--- src/design/isrca_pkg.sv ---
`timescale 1ns / 1ps
// ----------------------------------------------------------------------------
// isrca_pkg: shared types and constants
// Payload structs, register indexes and sequencer states for the
// interval-sampled range-checked average block.
// ----------------------------------------------------------------------------
package isrca_pkg;

  localparam int TIME_W  = 32;
  localparam int VAL_W   = 16;
  localparam int CFG_IDX_W = 3;
  localparam int CFG_DAT_W = 32;
  // quotient bits produced by the shared divider (averages fit in 16 bits)
  localparam int QUO_W   = 16;

  localparam logic [CFG_IDX_W-1:0] REG_SAMPLE_INTERVAL = 3'd0;
  localparam logic [CFG_IDX_W-1:0] REG_REPORT_INTERVAL = 3'd1;
  localparam logic [CFG_IDX_W-1:0] REG_REPORT_ENABLE   = 3'd2;
  localparam logic [CFG_IDX_W-1:0] REG_TEMP_MIN        = 3'd3;
  localparam logic [CFG_IDX_W-1:0] REG_TEMP_MAX        = 3'd4;
  localparam logic [CFG_IDX_W-1:0] REG_HUM_MIN         = 3'd5;
  localparam logic [CFG_IDX_W-1:0] REG_HUM_MAX         = 3'd6;

  localparam logic [TIME_W-1:0] SAMPLE_INTERVAL_RST = 32'd15000;
  localparam logic [TIME_W-1:0] REPORT_INTERVAL_RST = 32'd60000;
  localparam logic [VAL_W-1:0]  TEMP_MIN_RST        = 16'hFE70;  // -40.0
  localparam logic [VAL_W-1:0]  TEMP_MAX_RST        = 16'd800;   // 80.0
  localparam logic [VAL_W-1:0]  HUM_MIN_RST         = 16'd0;
  localparam logic [VAL_W-1:0]  HUM_MAX_RST         = 16'd1000;  // 100.0

  typedef enum logic {
    CMD_TICK  = 1'b0,
    CMD_START = 1'b1
  } cmd_t;

  typedef struct packed {
    logic                    command;
    logic [TIME_W-1:0]       now_ms;
    logic signed [VAL_W-1:0] temperature_tenths;
    logic                    temperature_ok;
    logic [VAL_W-1:0]        humidity_tenths;
    logic                    humidity_ok;
  } in_item_t;

  typedef struct packed {
    logic                    sampled;
    logic                    temp_accepted;
    logic                    hum_accepted;
    logic signed [VAL_W-1:0] last_temperature;
    logic [VAL_W-1:0]        last_humidity;
    logic                    report_valid;
    logic signed [VAL_W-1:0] avg_temperature;
    logic [VAL_W-1:0]        avg_humidity;
  } out_item_t;

  typedef enum logic [2:0] {
    ST_IDLE,
    ST_EVAL,
    ST_DIV_T_LD,
    ST_DIV_T,
    ST_DIV_H_LD,
    ST_DIV_H,
    ST_OUT
  } state_t;

endpackage

--- src/design/interval_sampled_range_checked_average_top.sv ---
`timescale 1ns / 1ps
// ----------------------------------------------------------------------------
// interval_sampled_range_checked_average_top
// Interval sampling of range-checked readings with windowed block averages.
// ----------------------------------------------------------------------------
// Usage:
//   in_valid/in_ready/in_data carry one poll (start or tick command, time and
//   two readings). out_valid/out_ready/out_data return exactly one result per
//   poll. cfg_valid/cfg_ready/cfg_index/cfg_data write the seven registers;
//   cfg_ready is always high and writes belong in idle periods.
// Sequencing:
//   a poll without a report goes from the input register through ST_EVAL to
//   ST_OUT; a report poll runs the shared restoring divider twice (temperature,
//   then humidity), 16 quotient bits at one bit per cycle after a load state
//   each, before ST_OUT. One poll is handled at a time: in_ready is high only
//   when the block is idle, so no new poll is taken until the result of the
//   last one has been taken.
// Reset:
//   synchronous active-low rst_n restores the register defaults and clears
//   the reference times, last values, window sums and counts.
// Stall:
//   the result is held in out_data until out_ready; no new poll is taken
//   meanwhile.
// ----------------------------------------------------------------------------
module interval_sampled_range_checked_average_top
  import isrca_pkg::*;
#(
  parameter int MAX_SAMPLES = 4096
) (
  input  logic                 clk,
  input  logic                 rst_n,
  input  logic                 in_valid,
  output logic                 in_ready,
  input  in_item_t             in_data,
  output logic                 out_valid,
  input  logic                 out_ready,
  output out_item_t            out_data,
  input  logic                 cfg_valid,
  output logic                 cfg_ready,
  input  logic [CFG_IDX_W-1:0] cfg_index,
  input  logic [CFG_DAT_W-1:0] cfg_data
);

  localparam int CW  = $clog2(MAX_SAMPLES + 1);
  localparam int TSW = 17 + $clog2(MAX_SAMPLES);
  localparam int HSW = 16 + $clog2(MAX_SAMPLES);
  localparam int DW  = TSW;
  localparam int QCW = $clog2(QUO_W);

  state_t state_r, state_nxt;

  logic [TIME_W-1:0]       sample_interval_r;
  logic [TIME_W-1:0]       report_interval_r;
  logic                    report_enable_r;
  logic signed [VAL_W-1:0] temp_min_r;
  logic signed [VAL_W-1:0] temp_max_r;
  logic [VAL_W-1:0]        hum_min_r;
  logic [VAL_W-1:0]        hum_max_r;

  logic [TIME_W-1:0]       last_sample_time_r;
  logic [TIME_W-1:0]       last_report_time_r;
  logic signed [VAL_W-1:0] last_temp_r;
  logic [VAL_W-1:0]        last_hum_r;
  logic [TSW-1:0]          temp_sum_r;
  logic [HSW-1:0]          hum_sum_r;
  logic [CW-1:0]           temp_count_r;
  logic [CW-1:0]           hum_count_r;

  in_item_t  in_q_r;
  out_item_t out_q_r;

  // shared divider
  logic [CW:0]      div_rem_r;
  logic [QUO_W-1:0] div_dvd_r;
  logic [QUO_W-1:0] div_quo_r;
  logic [CW-1:0]    div_dsr_r;
  logic [QCW-1:0]   div_cnt_r;

  logic [CW:0]      div_trial;
  logic             div_ge;
  logic [CW:0]      div_rem_nxt;
  logic [QUO_W-1:0] div_quo_nxt;
  logic [DW-1:0]    div_src;
  logic [DW-1:0]    div_src_shr;
  logic [TSW-1:0]   temp_abs;
  logic [VAL_W-1:0] temp_avg;

  logic                    samp_due;
  logic                    rep_due;
  logic                    t_valid;
  logic                    h_valid;
  logic                    is_tick;
  logic                    t_acc;
  logic                    h_acc;
  logic                    do_rep;
  logic signed [VAL_W-1:0] t_in;
  logic [TSW-1:0]          t_ext;

  assign cfg_ready = 1'b1;
  assign in_ready  = (state_r == ST_IDLE);
  assign out_valid = (state_r == ST_OUT);
  assign out_data  = out_q_r;

  // poll evaluation
  always_comb begin
    t_in     = $signed(in_q_r.temperature_tenths);
    t_ext    = {{(TSW-VAL_W){t_in[VAL_W-1]}}, t_in};
    is_tick  = (in_q_r.command == CMD_TICK);
    samp_due = (in_q_r.now_ms - last_sample_time_r) >= sample_interval_r;
    rep_due  = report_enable_r &&
               ((in_q_r.now_ms - last_report_time_r) >= report_interval_r);
    t_valid  = in_q_r.temperature_ok && (t_in >= temp_min_r) && (t_in <= temp_max_r);
    h_valid  = in_q_r.humidity_ok && (in_q_r.humidity_tenths >= hum_min_r) &&
               (in_q_r.humidity_tenths <= hum_max_r);
    t_acc    = is_tick && samp_due && t_valid;
    h_acc    = is_tick && samp_due && h_valid;
    do_rep   = is_tick && rep_due;
  end

  // one restoring division step per cycle
  always_comb begin
    div_trial   = {div_rem_r[CW-1:0], div_dvd_r[QUO_W-1]};
    div_ge      = div_trial >= {1'b0, div_dsr_r};
    div_rem_nxt = div_ge ? (div_trial - {1'b0, div_dsr_r}) : div_trial;
    div_quo_nxt = {div_quo_r[QUO_W-2:0], div_ge};
    temp_abs    = temp_sum_r[TSW-1] ? (~temp_sum_r + {{(TSW-1){1'b0}}, 1'b1}) : temp_sum_r;
    div_src     = (state_r == ST_DIV_T_LD) ? temp_abs : DW'(hum_sum_r);
    div_src_shr = div_src >> QUO_W;
    temp_avg    = temp_sum_r[TSW-1] ? (~div_quo_nxt + {{(VAL_W-1){1'b0}}, 1'b1})
                                    : div_quo_nxt;
  end

  always_comb begin
    state_nxt = state_r;
    case (state_r)
      ST_IDLE:     if (in_valid) state_nxt = ST_EVAL;
      ST_EVAL:     state_nxt = do_rep ? ST_DIV_T_LD : ST_OUT;
      ST_DIV_T_LD: state_nxt = ST_DIV_T;
      ST_DIV_T:    if (div_cnt_r == '0) state_nxt = ST_DIV_H_LD;
      ST_DIV_H_LD: state_nxt = ST_DIV_H;
      ST_DIV_H:    if (div_cnt_r == '0) state_nxt = ST_OUT;
      ST_OUT:      if (out_ready) state_nxt = ST_IDLE;
      default:     state_nxt = ST_IDLE;
    endcase
  end

  always_ff @(posedge clk) begin
    if (!rst_n) begin
      state_r <= ST_IDLE;
    end else begin
      state_r <= state_nxt;
    end
  end

  // configuration and window state
  always_ff @(posedge clk) begin
    if (!rst_n) begin
      sample_interval_r  <= SAMPLE_INTERVAL_RST;
      report_interval_r  <= REPORT_INTERVAL_RST;
      report_enable_r    <= 1'b0;
      temp_min_r         <= TEMP_MIN_RST;
      temp_max_r         <= TEMP_MAX_RST;
      hum_min_r          <= HUM_MIN_RST;
      hum_max_r          <= HUM_MAX_RST;
      last_sample_time_r <= '0;
      last_report_time_r <= '0;
      last_temp_r        <= '0;
      last_hum_r         <= '0;
      temp_sum_r         <= '0;
      hum_sum_r          <= '0;
      temp_count_r       <= '0;
      hum_count_r        <= '0;
    end else begin
      if (cfg_valid) begin
        case (cfg_index)
          REG_SAMPLE_INTERVAL: sample_interval_r <= cfg_data;
          REG_REPORT_INTERVAL: report_interval_r <= cfg_data;
          REG_REPORT_ENABLE:   report_enable_r   <= cfg_data[0];
          REG_TEMP_MIN:        temp_min_r        <= cfg_data[VAL_W-1:0];
          REG_TEMP_MAX:        temp_max_r        <= cfg_data[VAL_W-1:0];
          REG_HUM_MIN:         hum_min_r         <= cfg_data[VAL_W-1:0];
          REG_HUM_MAX:         hum_max_r         <= cfg_data[VAL_W-1:0];
          default: ;
        endcase
      end
      if (state_r == ST_EVAL) begin
        if (!is_tick) begin
          last_sample_time_r <= in_q_r.now_ms;
          last_report_time_r <= in_q_r.now_ms;
        end else begin
          if (samp_due) last_sample_time_r <= in_q_r.now_ms;
          if (do_rep)   last_report_time_r <= in_q_r.now_ms;
          if (t_acc) begin
            last_temp_r <= t_in;
            // full window keeps the last value but drops the sample
            if (temp_count_r < CW'(MAX_SAMPLES)) begin
              temp_sum_r   <= temp_sum_r + t_ext;
              temp_count_r <= temp_count_r + {{(CW-1){1'b0}}, 1'b1};
            end
          end
          if (h_acc) begin
            last_hum_r <= in_q_r.humidity_tenths;
            if (hum_count_r < CW'(MAX_SAMPLES)) begin
              hum_sum_r   <= hum_sum_r + HSW'(in_q_r.humidity_tenths);
              hum_count_r <= hum_count_r + {{(CW-1){1'b0}}, 1'b1};
            end
          end
        end
      end
      if ((state_r == ST_DIV_H) && (div_cnt_r == '0)) begin
        temp_sum_r   <= '0;
        hum_sum_r    <= '0;
        temp_count_r <= '0;
        hum_count_r  <= '0;
      end
    end
  end

  // payload and divider datapath
  always_ff @(posedge clk) begin
    case (state_r)
      ST_IDLE: begin
        if (in_valid) in_q_r <= in_data;
      end
      ST_EVAL: begin
        out_q_r.sampled          <= is_tick && samp_due;
        out_q_r.temp_accepted    <= t_acc;
        out_q_r.hum_accepted     <= h_acc;
        out_q_r.last_temperature <= t_acc ? t_in : last_temp_r;
        out_q_r.last_humidity    <= h_acc ? in_q_r.humidity_tenths : last_hum_r;
        out_q_r.report_valid     <= do_rep;
        out_q_r.avg_temperature  <= '0;
        out_q_r.avg_humidity     <= '0;
      end
      ST_DIV_T_LD, ST_DIV_H_LD: begin
        // upper dividend bits are already below the divisor
        div_rem_r <= div_src_shr[CW:0];
        div_dvd_r <= div_src[QUO_W-1:0];
        div_quo_r <= '0;
        div_dsr_r <= (state_r == ST_DIV_T_LD) ? temp_count_r : hum_count_r;
        div_cnt_r <= QCW'(QUO_W - 1);
      end
      ST_DIV_T, ST_DIV_H: begin
        div_rem_r <= div_rem_nxt;
        div_dvd_r <= {div_dvd_r[QUO_W-2:0], 1'b0};
        div_quo_r <= div_quo_nxt;
        div_cnt_r <= div_cnt_r - {{(QCW-1){1'b0}}, 1'b1};
        if (div_cnt_r == '0) begin
          if (state_r == ST_DIV_T) begin
            out_q_r.avg_temperature <= (temp_count_r == '0) ? '0 : temp_avg;
          end else begin
            out_q_r.avg_humidity <= (hum_count_r == '0) ? '0 : div_quo_nxt;
          end
        end
      end
      default: ;
    endcase
  end

endmodule
--- config.mk ---
export PLATFORM = sky130hd
export DESIGN_NAME = interval_sampled_range_checked_average_top
export DESIGN_NICKNAME = d
export VERILOG_FILES = /design/src/design/isrca_pkg.sv /design/src/design/interval_sampled_range_checked_average_top.sv
export SDC_FILE = /design/constraint.sdc
export NUM_CORES = 1
export LEC_CHECK = 0
export BUFFER_PORTS_ARGS = -buffer_cell sky130_fd_sc_hd__buf_2
export CAP_MARGIN = 20
export CORE_MARGIN = 3
export CORE_UTILIZATION = 45
export DETAILED_ROUTE_END_ITERATION = 16
export SLEW_MARGIN = 40
export SYNTH_ARGS = -nofsm -noshare
export SYNTH_HDL_FRONTEND = slang
export SYNTH_SLANG_ARGS = --single-unit
--- constraint.sdc ---
create_clock -name clk -period 5.8 [get_ports clk]
set_input_delay 0 -clock clk [delete_from_list [all_inputs] [get_ports clk]]
set_output_delay 0 -clock clk [all_outputs]
set_load 0.01 [all_outputs]
**After elaboration in Yosys (flattened, before gate mapping)**

Cells that the tools add are included.

- Flip-flop bits (word level): 507
- Bits of input ports: 107
- Logic and storage cells: 142

- Add/sub/neg operators: 10
- $lt $le $gt $ge: 9
- Equal/unequal tests: 19
- Mux-type cells: 27
- Bitwise operators: 4
- Reduce and logical (&&, ||, !) cells: 38

Operators by type and width:

| kind | count |
|---|---|
| $mux W32 | 5 |
| $mux W16 | 7 |
| $ge A32 B32 Y1 | 2 |
| $pmux W32 S2 | 1 |
| $sub A32 B32 Y32 | 2 |
| $mux W29 | 2 |
| $ge A16 B16 Y1 | 2 |
| $le A16 B16 Y1 | 2 |
| $pmux W16 S2 | 1 |
| $pmux W15 S2 | 1 |
| $add A29 B1 Y29 const B | 1 |
| $add A29 B29 Y29 | 1 |
| $not A29 Y29 | 1 |
| $add A28 B16 Y28 | 1 |
| $add A13 B1 Y13 const B | 2 |
| $logic_not A13 Y1 | 2 |
| $lt A13 B13 Y1 const B | 2 |
| $mux W13 | 2 |
| $pmux W13 S2 | 1 |
| $reduce_and A2 Y1 | 11 |
| $pmux W3 S7 | 1 |
| $eq A3 B3 Y1 const B | 6 |
| $add A16 B1 Y16 const B | 1 |
| $not A16 Y16 | 1 |
| other kinds (17) | 49 |

**Logic depth before layout (Yosys ltp)**

Gate-level depths: netlist (run 1).

- Depth in word-level cells: 8
- Mapped depth: 26
- Depth with buffers taken out: 24

**Least setup slack after synthesis (run 1)**

Ideal clock, no wire load.

- Path kind: reg2reg
- Start: register in_q_r[34] in the netlist's numbering
- End: register out_q_r, in the netlist out_data[51], data pin
- Arrival: 5121 ps
- Data required time: 5540 ps
- Slack: 420 ps
- Cell stages (with the launch flop): 24
- Path buffers: 2
- Period minus slack after synthesis: 5380 ps
- Cell sequence: edfxtp_1 inv_1 ha_1 inv_1 fa_1 a211oi_1 o21ai_0 o311a_1 o21ai_0 a21oi_1 nor3_1 o21bai_1 a21oi_1 xnor2_1 ha_1 nand4_1 or4_4 nor4_4 a211oi_2 or4_1 buf_2 inv_2 buf_2 mux2_2

- Cells in the longest elaborated chain, start to end: 5

RTL lines:

| element | line | source |
|---|---|---|
| from (decl) | interval_sampled_range_checked_average_top.sv:69 | `in_item_t in_q_r;` |
| from (signal assigned) | interval_sampled_range_checked_average_top.sv:223 | `if (in_valid) in_q_r <= in_data;` |
| $sub A32 B32 Y32 | interval_sampled_range_checked_average_top.sv:109 | `samp_due = (in_q_r.now_ms - last_sample_time_r) >= sample_interval_r;` |
| $ge A32 B32 Y1 | interval_sampled_range_checked_average_top.sv:109 |  |
| $logic_and A1 B1 Y1 (2 in a row) | interval_sampled_range_checked_average_top.sv:115 | `t_acc = is_tick && samp_due && t_valid;` |
| named net t_acc | interval_sampled_range_checked_average_top.sv:93 | `logic t_acc;` |
| $mux W16 | - |  |
| to (decl) | interval_sampled_range_checked_average_top.sv:70 | `out_item_t out_q_r;` |

The timed path passes the listed nets, and every way through them passes these cells.
A chain may end at the register's enable or synchronous reset.

**Worst setup path after layout (run 1)**

- Start: register in_q_r[34] in the netlist's numbering
- End: register last_report_time_r[1]

- Cells in the longest elaborated chain, start to end: 6

RTL lines:

| element | line | source |
|---|---|---|
| $sub A32 B32 Y32 | interval_sampled_range_checked_average_top.sv:111 | `((in_q_r.now_ms - last_report_time_r) >= report_interval_r);` |
| $ge A32 B32 Y1 | interval_sampled_range_checked_average_top.sv:111 |  |
| $logic_and A1 B1 Y1 | interval_sampled_range_checked_average_top.sv:110 | `rep_due = report_enable_r &&` |
| $logic_and A1 B1 Y1 | interval_sampled_range_checked_average_top.sv:117 | `do_rep = is_tick && rep_due;` |
| $reduce_bool A2 Y1 (no line) | - |  |
| $reduce_and A2 Y1 (no line) | - |  |
| to (signal assigned) | interval_sampled_range_checked_average_top.sv:189 | `last_report_time_r <= in_q_r.now_ms;` |
| to (signal assigned) | interval_sampled_range_checked_average_top.sv:192 | `if (do_rep) last_report_time_r <= in_q_r.now_ms;` |
| to (decl) | interval_sampled_range_checked_average_top.sv:61 | `logic [TIME_W-1:0] last_report_time_r;` |

No other way between the ends.

==> summary.md, run 1 <==
| Metric | Value |
|---|---|
| Number of warnings reported in the yosys synthesis log | `0` |
| Post-Synthesis Net Count | `between 3k and 4k` |
| FMAX | `approximately 180 MHz` |
| Critical path type | `register to register` |
| Placed cell count | `about 4.2k` |
| Area taken by multi-input logic gates | `around 0.016 mm2` |
| Final core utilization | `53.91%` |
| Total negative slack for setup checks | `0 ns` |
| Standby leakage power | `13.83 nW` |
| Largest vdd supply drop | `between 200 and 300 uV` |
| Startpoint of the worst register-to-register path | `in_q_r[34]` |
| Commonest non-fill, non-tap cells in the layout | `517 x nand2_1, 311 x dfxtp_1, 308 x a21oi_1` |
| Setup clock skew after layout | `just under 0.02 ns` |
| Post-layout total power | `between 0.01 and 0.015 W` |
| Number of buffers added by the clock tree synthesis step | `58` |
| Via/cell ratio | `between 5 and 6` |
| Final weighted congestion of routability-driven global placement | `0.8879` |
| Share of total power consumed by net switching | `between 30% and 40%` |
| Antenna cells | `0` |
| Detailed-route via count | `around 24k` |
| DRC | `0` |
| Post-synthesis instance area | `between 0.02 and 0.03 mm2` |
| Count of port buffers added during placement | `roughly 180` |
| Total Routed Length | `slightly below 80000 um` |
| Pin count of the biggest net entering global routing | `81` |
| Post-layout nets | `a little under 4k` |
| Library cells used by synthesis | `71` |
| # setup viols final | `0` |
| Number of inserted filler cells in the final layout | `5751` |
| Post-synthesis sequential area ratio | `41.92%` |
| Iter 0 DRT Violations | `1424` |
| Placeable core region | `approximately 0.063 mm2` |
| Part of the cycle the worst path needs | `a little over nine tenths` |
| Starting density of the core | `45.63%` |
| Final Max Slew Viols | `0` |
| Sequential standard cell area | `between 0.01 and 0.015 mm2` |
| Sequential power share | `between 30% and 40%` |
| Detailed-routing iteration count for the pre-antenna-repair pass | `5` |
| Startpoint type of the worst setup path | `register` |
| Worst Setup End Kind | `register` |
| Number of routed nets with antenna violations | `0` |
| HP Start | `in_data[46]` |
| Vertical extent of the die | `259.4 um` |
| Die span in x | `approximately 260 um` |
| Run status | `completed` |
| Clock group share of total power | `about 33%` |
| First-pass GRT wire length | `approximately 130000 um` |
| Headroom to the max-slew limit | `between 40 and 50%` |
| DP HPWL | `57760 um` |
| Clock Tree Buf Depth | `3` |
| Maximum level of the CTS H-tree | `2` |
| Critical path fanouts, max | `63` |
| Combinational fraction of design power | `28.5%` |
| Net switching component of the power | `~0.0037 W` |
| Root Buffer Master | `clkbuf_16` |
| Number of instances in the synthesized netlist | `about 3.3k` |
| Post-synth ARST share | `0%` |
| Dominant synthesized flop cell | `dfxtp_1` |
| Remaining Overflow, GRT | `0` |
| Tmin final | `5.549 ns` |
| Global-route total usage across every layer | `a little under a quarter` |
| Max-Cap Viols | `0` |
| Clock edge transition at the registers on the reported setup and hold paths | `0.06 ns` |
| Critical path startpoint | `in_q_r[34]` |
| TritonCTS clock tree | `built` |
| Antenna violations before repair | `0` |
| Layout Area Growth over Synthesis | `18.14%` |
| Number of flops mapped to enable cells by yosys | `approximately 200` |
| Die footprint | `about 0.067 mm2` |
| Post-DR wirelength/cell | `17.64 um` |
| Syn Area/Cell | `8.754 um2` |
| Layout cell share with drive strength beyond 1 | `between 10 and 15%` |
| Commonest non-fill, non-tap cell in the layout | `nand2_1` |
| Ports placed on the boundary | `178` |
| Number of sinks handled by clock tree synthesis | `~510` |
| FP Rows | `just over 90` |
| Non-filler instance count after layout | `4465` |
| Source-to-sink clock delay at the later pin of the worst-skew pair | `approximately 0.63 ns` |
| Flops & latches, synth | `between 500 and 600` |
| Data required time of the critical path | `~6.3 ns` |
| Worst-case register-to-register setup slack | `around 0.25 ns` |
| Worst Max-Slew Pin Slew | `between 0.8 and 0.9 ns` |
| Final hold violation count | `0` |
| CP arrival | `around 6.0 ns` |
| Hold slack final | `approximately 0.08 ns` |
| Hold/Removal Path Class | `primary input to register` |
| Via count of the first global-routing pass | `approximately 24k` |
| Total power per unit cell area | `around 330 mW/mm2` |
| Cell-internal power | `0.007659 W` |
power by group through the flow:
| stage | Combinational (W) | Clock (W) | Sequential (W) |
|---|---|---|---|
| 2_1_floorplan | 0.00221 | 0 | 0.00438 |
| 3_3_place_gp | 0.00302 | 0 | 0.00447 |
| 3_5_place_dp | 0.00312 | 0 | 0.00447 |
| 4_1_cts | 0.00320 | 0.00383 | 0.00440 |
| 5_1_grt | 0.00365 | 0.00396 | 0.00443 |
| 6_report | 0.00325 | 0.00374 | 0.00440 |
cells in the mapped netlist, types with 30 or more instances:
cell type | instances | area (um2)
nand2_1 | 521 | 1956
a21oi_1 | 312 | 1562
dfxtp_1 | 311 | 6226
nor2_1 | 265 | 994.7
ha_1 | 254 | 3178
inv_1 | 244 | 915.9
edfxtp_1 | 196 | 5886
o21ai_0 | 157 | 785.8
clkbuf_1 | 118 | 442.9
nand3_1 | 82 | 410.4
xnor2_1 | 80 | 700.7
xor2_1 | 68 | 595.6
a21o_1 | 57 | 427.9
o211ai_1 | 57 | 427.9
mux2i_1 | 56 | 560.5
and3_1 | 43 | 269.0
nor3_1 | 43 | 215.2
a211oi_1 | 32 | 240.2
nand4_1 | 32 | 200.2
nand2b_1 | 30 | 187.7
cells by family after synthesis:
logic type | synth area share [%]
compound gates | 16.34
simple gates | 17.85
xor+xnor | 4.487
buf+inv | 4.972
mux | 3.071
fa+ha+maj | 11.35
other cells | 0.01298
flops | 41.92
worst max-delay path, stage by stage, from the launching register on:
cell and delay, ns:
edfxtp_1 0.40, inv_2 0.09, ha_1 0.18, inv_1 0.06, fa_1 0.43, a211oi_2 0.27, o21a_1 0.21, o31ai_2 0.12
a311o_1 0.37, a211oi_2 0.36, o21ai_2 0.14, a31oi_1 0.24, o311ai_1 0.19, xor2_1 0.19, ha_1 0.32, nand4_1 0.13
nor4_2 0.30, or4b_2 0.66, o221ai_4 0.20, o21ai_4 0.09, buf_12 0.20, nand3_1 0.12, o21ai_0 0.11
cell type report:
class | count | share of cell area [%]
flip-flops and latches | 507 | 35.49
well taps | 846 | 3.102
inverters | 246 | 2.720
clock inverters | 27 | 0.7662
multi-input cells | 2416 | 45.56
repair buffers | 341 | 7.395
clock buffers | 82 | 4.968
metal layers:
layer | vias up | global-route usage [%] | part of all wire (%)
met2 | 492 | 41.24 | 50
met3 | 199 | 2.809 | 3.9
met5 | - | 0 | 0
li1 | 12110 | - | -
met4 | 0 | 10.20 | 4.4
met1 | 11420 | 27.69 | 42
state kept, by name (all words and copies together), names as in the netlist:
name,cells
last_temp_r,16
report_enable_r,1
div_rem_r,13
div_quo_r,15
div_dvd_r,16
state_r,3
temp_min_r,16
in_q_r,51
sample_interval_r,32
out_data,68
report_interval_r,32
temp_sum_r,29
temp_max_r,16
div_dsr_r,13
last_sample_time_r,32
hum_sum_r,28
div_cnt_r,4
hum_min_r,16
t_in,16
last_report_time_r,32
temp_count_r,13
last_hum_r,16
hum_count_r,13
hum_max_r,16
timing repair:
action / 4_1_cts / 5_1_grt
gates resized for setup: 3 / 25
hold endpoints to repair: 208 / 0
pin swaps: 1 / 8
setup endpoints to repair: 63 / 179
buffers inserted: 0 / 0
hold buffers: 108 / 0
worst paths after layout:
path / endpoint / depth (start not counted)
setup / recovery: last_report_time_r[1] / 22
hold / removal: in_q_r[46] / 2
setup reg to reg: last_report_time_r[1] / 22
hold reg to reg: report_interval_r[29] / 2
stage by stage:
stage               setup WS, ns  area [um2]
CTS                      0.01101       34030
detailed placement       -0.1791       30970
finish                    0.2511       34130
global placement         0.01194       30860
global route          -0.0001541       34130
floorplan                 0.4196       28890
Note: power is estimated with default switching activity, not from simulation.
==> run 2, diff against run 1 <==
- clock period: 5.8 -> 6.9 ns (I/O delays scaled with it)
==> run 2 against run 1 <==
  * Wire length shrank 0.53%
  * Core utilization shrank 0.37 points
  * Clock-buffer cell count shrank 7
  * Clock power shrank 12%
  * Maximum frequency shrank 13%
  * Power shrank 15%
  * Flip-flop and latch count is the same
  * First-iteration DRC count shrank 9.1%
==> summary.md, run 2 (synthesis results as in run 1) <==
| Metric | Value |
|---|---|
| Cell-internal power | `0.006519 W (-15%)` |
| Critical path type | `register to register` |
| Worst Setup End Kind | `register` |
| Non-filler instance count after layout | `4440 (-0.56%)` |
| DRC | `0 (unchanged)` |
| FP Rows | `92 (unchanged)` |
| Starting density of the core | `45.63% (unchanged)` |
| Number of inserted filler cells in the final layout | `5778 (+0.47%)` |
| Vertical extent of the die | `259.4 um (unchanged)` |
| Die span in x | `259.4 um (unchanged)` |
| Placeable core region | `0.06331 mm2 (unchanged)` |
| Pin count of the biggest net entering global routing | `96 (+19%)` |
| Startpoint of the worst register-to-register path | `in_q_r[34]` |
| HP Start | `in_data[36]` |
| Clock group share of total power | `34.3% (+1.4 points)` |
| Layout cell share with drive strength beyond 1 | `10.52% (-0.84 points)` |
| Setup clock skew after layout | `0.01513 ns (-0.004387 ns)` |
| Hold slack final | `0.08714 ns (+0.006989 ns)` |
| Sequential power share | `38.3% (-0.3 points)` |
| Detailed-route via count | `24.04k (-0.73%)` |
| Via/cell ratio | `5.415 (-0.18%)` |
| Maximum level of the CTS H-tree | `2 (unchanged)` |
| Worst setup slack before clock tree synthesis | `0.3444 ns (+0.5235 ns)` |
| Commonest non-fill, non-tap cell in the layout | `nand2_1` |
| DP HPWL | `57110 um (-1.1%)` |
| Clock edge transition at the registers on the reported setup and hold paths | `0.06 ns (about the same)` |
| Remaining Overflow, GRT | `0 (unchanged)` |
| Worst path cell trace | `inv_1, ha_1, inv_1, fa_1, a211oi_2, o21a_1, o31ai_1, a311o_1, a211oi_1, o21ai_0, a31oi_1, o311ai_0, xor2_1, ha_1, nand4_1, nor4_1, or4b_2, o221ai_2, o21ai_4, buf_4, nand3_1, o21ai_0` |
| FMAX | `156.8 MHz (-13%)` |
| Part of the cycle the worst path needs | `92.40% (-3.3 points)` |
| Post-layout nets | `3911 (-0.64%)` |
| Total Routed Length | `78330 um (-0.53%)` |
| Via count of the first global-routing pass | `23.99k (+0.65%)` |
| Source-to-sink clock delay at the later pin of the worst-skew pair | `0.63 ns (about the same)` |
| Placed cell count | `4224 (-0.56%)` |
| Ports placed on the boundary | `178 (unchanged)` |
| Number of sinks handled by clock tree synthesis | `507 (unchanged)` |
| # setup viols final | `0 (unchanged)` |
| Startpoint type of the worst setup path | `register` |
| Detailed-routing iteration count for the pre-antenna-repair pass | `6 (+1)` |
| Worst Slack Setup Final | `0.5242 ns (+0.2731 ns)` |
| Cell with the biggest individual delay on the critical path | `or4b_2` |
| Hold/Removal Path Class | `primary input to register` |
| Net switching component of the power | `0.003116 W (-16%)` |
| Run status | `completed` |
| Share of total power consumed by net switching | `32.34% (-0.38 points)` |
| Antenna cells | `0 (unchanged)` |
| Tmin final | `6.376 ns (+0.8269 ns)` |
| Number of routed nets with antenna violations | `0 (unchanged)` |
| Data required time of the critical path | `7.38 ns (+1.09 ns)` |
| Root Buffer Master | `clkbuf_16` |
| Final weighted congestion of routability-driven global placement | `0.8882 (about the same)` |
| Post-CTS setup repair buffer count | `0 (unchanged)` |
| Critical path fanouts, max | `36 (-43%)` |
| Count of port buffers added during placement | `176 (unchanged)` |
| Clock Tree Buf Depth | `3 (unchanged)` |
| Largest vdd supply drop | `230.5 uV (-13%)` |
| First-pass GRT wire length | `125100 um (about the same)` |
| Final Max Slew Viols | `0 (unchanged)` |
| Max FFs per register | `68 (unchanged)` |
| Number of buffers added by the clock tree synthesis step | `57 (-1.7%)` |
| Layout Area Growth over Synthesis | `17.32%` |
| Antenna violations before repair | `0 (unchanged)` |
| Biggest cell delay along the critical path | `0.63 ns (-0.03 ns)` |
| Combinational fraction of design power | `27.4% (-1.1 points)` |
| Die footprint | `0.06727 mm2 (unchanged)` |
| Post-DR wirelength/cell | `17.64 um (about the same)` |
| Total power per unit cell area | `284.3 mW/mm2 (-15%)` |
| Max-Cap Viols | `0 (unchanged)` |
| Commonest non-fill, non-tap cells in the layout | `518 x nand2_1, 311 x a21oi_1, 311 x dfxtp_1` |
| Final hold violation count | `0 (unchanged)` |
| Critical path startpoint | `in_q_r[34]` |
| Global-route total usage across every layer | `22.97% (-0.080 points)` |
| Headroom to the max-slew limit | `46.84% (+2.3 points)` |
| Worst Max-Slew Pin Slew | `0.7874 ns (-0.03343 ns)` |
| TritonCTS clock tree | `built` |
| Standby leakage power | `13.77 nW (-0.44%)` |
| CP arrival | `6.86 ns (+0.82 ns)` |
| Iter 0 DRT Violations | `1295 (-9.1%)` |
## run 2: worst paths after layout
kind                            slack, ns                      to  cells after the start
worst max-delay path                 0.52  last_report_time_r[11]                     22
worst min-delay path                 0.09              in_q_r[36]                      2
worst max register to register       0.52  last_report_time_r[11]                     22
worst min register to register       0.46           hum_max_r[15]                      2
## run 2: timing repair
action                                  4_1_cts  5_1_grt
hold buffers                                107        0
resized for setup                             0        2
endpoints found under the hold margin       229        0
endpoints found under the setup margin        0       22
## run 2: final cells by class
| type | count | area (um2) | area share (%) |
|---|---|---|---|
| Multi-Input combinational cell | 2416 | 15450 | 45.60 |
| Clock inverter | 33 | 382.9 | 1.130 |
| Sequential cell | 507 | 12110 | 35.74 |
| Timing Repair Buffer | 317 | 2266 | 6.686 |
| Inverter | 246 | 928.4 | 2.739 |
| Tap cell | 846 | 1059 | 3.123 |
| Clock buffer | 75 | 1692 | 4.991 |
## run 2: critical path: cells and delay by family (launching register included)
family | cells | cell delay (ns)
buffers and inverters | 3 | 0.48
adder cells (fa/ha/maj) | 3 | 0.93
flip-flops | 1 | 0.38
AO/OA/AOI/OAI | 11 | 2.96
XOR/XNOR | 1 | 0.19
AND/OR/NAND/NOR | 4 | 1.25
## run 2: power by group through the flow
stage / registers (W) / clock network [W] / logic [W]
after floorplan: 0.00368 / 0 / 0.00185
after global placement: 0.00375 / 0 / 0.00249
after detailed placement: 0.00376 / 0 / 0.00258
after CTS: 0.00370 / 0.00338 / 0.00265
after global routing: 0.00372 / 0.00350 / 0.00298
final: 0.00369 / 0.00330 / 0.00264
## run 2: routing by layer
layer  part of all wire (%)  vias up  global-route usage (%)
li1                       -    12050                       -
met1                     42    11330                   27.54
met2                     51      511                   41.98
met3                    3.7      154                   2.966
met4                    3.4        0                   8.159
met5                      0        -                       0
## run 2: through the flow
stage | area, um2 | util, % | setup TNS, ns | power, W
4_1_cts | 33870 | 53.50 | 0 | 0.009721
2_1_floorplan | 28890 | - | 0 | 0.005536
3_5_place_dp | 30720 | 48.53 | 0 | 0.006336
3_3_place_gp | 30640 | 48.39 | 0 | 0.006243
5_1_grt | 33890 | 53.53 | -0.02614 | 0.01020
6_report | 33890 | 53.53 | 0 | 0.009636
==> run 3, diff against run 2 <==
- BUFFER_PORTS_ARGS: -buffer_cell sky130_fd_sc_hd__buf_2 -> -buffer_cell sky130_fd_sc_hd__buf_4
- TNS_END_PERCENT: unset -> 5
==> run 3 against run 2 <==
  * Final cell count about the same
  * First-iteration DRC count increased by 4.2%
  * Clock power fell by 8.8%
  * Sequential power is essentially flat
  * Via count up 0.38%
  * Clock skew fell by 0.0021 ns
  * Maximum frequency down 0.53%
  * Largest power group unchanged
==> summary.md, run 3 (synthesis results as in run 1) <==
| Metric | Value |
|---|---|
| Tmin final | `6.410 ns (+0.03426 ns)` |
| Post-Place Cell Area | `0.03114 mm2 (+1.4%)` |
| Critical path fanouts, max | `36 (unchanged)` |
| Placeable core region | `0.06331 mm2 (unchanged)` |
| Standby leakage power | `13.81 nW (+0.24%)` |
| Iter 0 DRT Violations | `1349 (+4.2%)` |
| Headroom to the max-slew limit | `43.86% (-3.0 points)` |
| Clock Tree Buf Depth | `3 (unchanged)` |
| Commonest non-fill, non-tap cell in the layout | `nand2_1` |
| Die footprint | `0.06727 mm2 (unchanged)` |
| Detailed-routing iteration count for the pre-antenna-repair pass | `8 (+2)` |
| Number of buffers added by the clock tree synthesis step | `56 (-1.8%)` |
| Remaining Overflow, GRT | `0 (unchanged)` |
| Post-DR wirelength/cell | `17.56 um (-0.48%)` |
| # setup viols final | `0 (unchanged)` |
| Total power per unit cell area | `275.1 mW/mm2 (-3.2%)` |
| Final hold violation count | `0 (unchanged)` |
| Pin count of the biggest net entering global routing | `100 (+4.2%)` |
| Layout cell share with drive strength beyond 1 | `9.911% (-0.61 points)` |
| CP arrival | `6.89 ns (+0.03 ns)` |
| Critical path type | `register to register` |
| Number of routed nets with antenna violations | `0 (unchanged)` |
| Run status | `completed` |
| Starting density of the core | `45.63% (unchanged)` |
| Via/cell ratio | `5.438 (+0.43%)` |
| Antenna cells | `0 (unchanged)` |
| Post-layout nets | `3910 (-0.026%)` |
| Startpoint type of the worst setup path | `register` |
| Part of the cycle the worst path needs | `92.90% (+0.50 points)` |
| First-pass GRT wire length | `124100 um (-0.81%)` |
| Maximum level of the CTS H-tree | `2 (unchanged)` |
| Hold/Removal Path Class | `primary input to register` |
| Total Routed Length | `77920 um (-0.52%)` |
| Clock edge transition at the registers on the reported setup and hold paths | `0.06 ns (about the same)` |
| Root Buffer Master | `clkbuf_16` |
| Number of gates given a new drive strength after cts | `0 (unchanged)` |
| Data required time of the critical path | `7.38 ns (about the same)` |
| Setup clock skew after layout | `0.01302 ns (-0.002109 ns)` |
| Global-route total usage across every layer | `22.81% (-0.16 points)` |
| Die span in x | `259.4 um (unchanged)` |
| Layout Area Growth over Synthesis | `18.06%` |
| Total negative slack for setup checks | `0 ns (unchanged)` |
| FMAX | `156.0 MHz (-0.53%)` |
| RSZ-0062 raised after global routing | `no` |
| Antenna violations before repair | `0 (unchanged)` |
| DRC | `0 (unchanged)` |
| Max FFs per register | `68 (unchanged)` |
| Worst Setup End Kind | `register` |
| TritonCTS clock tree | `built` |
| Post-CTS setup repair buffer count | `0 (unchanged)` |
| Worst Slack Setup Final | `0.4899 ns (-0.03426 ns)` |
| Number of sinks handled by clock tree synthesis | `507 (unchanged)` |
| Vertical extent of the die | `259.4 um (unchanged)` |
| Detailed-route via count | `24.13k (+0.38%)` |
| Placed cell count | `4223 (-0.024%)` |
| Via count of the first global-routing pass | `23.61k (-1.6%)` |
| Non-filler instance count after layout | `4438 (-0.045%)` |
| Area of all placed cells without fillers | `0.03411 mm2 (+0.63%)` |
| Source-to-sink clock delay at the later pin of the worst-skew pair | `0.62 ns (about the same)` |
| Count of port buffers added during placement | `176 (unchanged)` |
| FP Rows | `92 (unchanged)` |
| Worst Max-Slew Pin Slew | `0.8420 ns (+0.05469 ns)` |
| Final Max Slew Viols | `0 (unchanged)` |
| Ports placed on the boundary | `178 (unchanged)` |
| Largest vdd supply drop | `233.5 uV (+1.3%)` |
| DP HPWL | `57000 um (-0.18%)` |
| Commonest non-fill, non-tap cells in the layout | `518 x nand2_1, 311 x a21oi_1, 311 x dfxtp_1` |
| Final weighted congestion of routability-driven global placement | `0.8927 (+0.51%)` |
| Max-Cap Viols | `0 (unchanged)` |
| Worst setup slack before clock tree synthesis | `0.5842 ns (+0.2399 ns)` |
## run 3: cell types whose count changed in the layout (fill, tap and decap cells not counted), moves of 3 or more
cell,previous run,this run
buf_2,175,0
buf_4,28,203
clkbuf_1,5,15
clkinv_1,3,11
clkinv_2,12,6
clkbuf_16,63,58
bufinv_16,7,3
clkbuf_8,7,10
clkinv_4,3,0
clkinvlp_4,3,0
## run 3: final timing paths
| path | start | end | slack [ns] | depth (start not counted) |
|---|---|---|---|---|
| worst max-delay path | in_q_r[34] | last_report_time_r[9] | 0.49 | 22 |
| worst min-delay path | in_data[42] | in_q_r[42] | 0.1 | 2 |
| worst min register to register | temp_max_r[6] | temp_max_r[6] | 0.45 | 2 |
| worst max register to register | in_q_r[34] | last_report_time_r[9] | 0.49 | 22 |
## run 3: where the power goes
| part | total (W) | internal (W) | switching [W] |
|---|---|---|---|
| Combinational | 0.00267 | 0.00110 | 0.00157 |
| Clock | 0.00301 | 0.00176 | 0.00125 |
| Sequential | 0.00370 | 0.00346 | 0.000239 |
| Total | 0.00938 | 0.00632 | 0.00306 |
## run 3: layer usage
layer / GRT usage, % / up-vias / routed length, um
met1: 28.35 / 11440 / 33520
met3: 2.751 / 156 / 2879
met5: 0 / - / 0
met2: 40.43 / 472 / 38710
met4: 8.549 / 0 / 2816
li1: - / 12070 / -
## run 3: final cells by class
cell class	count	area [um2]
clock buffers	83	1645
inverters	246	925.9
clock inverters	23	211.5
multi-input cells	2416	15440
well taps	846	1059
repair buffers	317	2711
flip-flops and latches	507	12110
fillers	5773	29200
## run 3: per-stage QoR
| step | util, % | power [W] | hold WS, ns |
|---|---|---|---|
| floorplan | - | 0.005536 | 0.09887 |
| CTS | 53.81 | 0.009465 | 0.04859 |
| global route | 53.87 | 0.009936 | 0.06169 |
| detailed placement | 49.18 | 0.006374 | 0.1793 |
| global placement | 49.08 | 0.006292 | 0.1785 |
| finish | 53.87 | 0.009382 | 0.09555 |
## run 3: worst max-delay path, stage by stage (launching register included)
cell and delay [ns]:
edfxtp_1 0.38, inv_1 0.11, ha_1 0.18, inv_1 0.05
fa_1 0.42, a211oi_1 0.41, o21a_1 0.22, o31ai_1 0.14
a311o_1 0.39, a211oi_1 0.41, o21ai_0 0.29, a31oi_1 0.30
o311ai_0 0.22, xor2_1 0.19, ha_1 0.31, nand4_1 0.11
nor4_1 0.40, or4b_2 0.62, o221ai_1 0.34, o21ai_4 0.25
buf_4 0.30, nand3_1 0.11, o21ai_0 0.10
## run 3: timing repair
item,CTS,global route
hold endpoints to repair,214,0
endpoints found under the setup margin,0,0
hold buffers,107,0
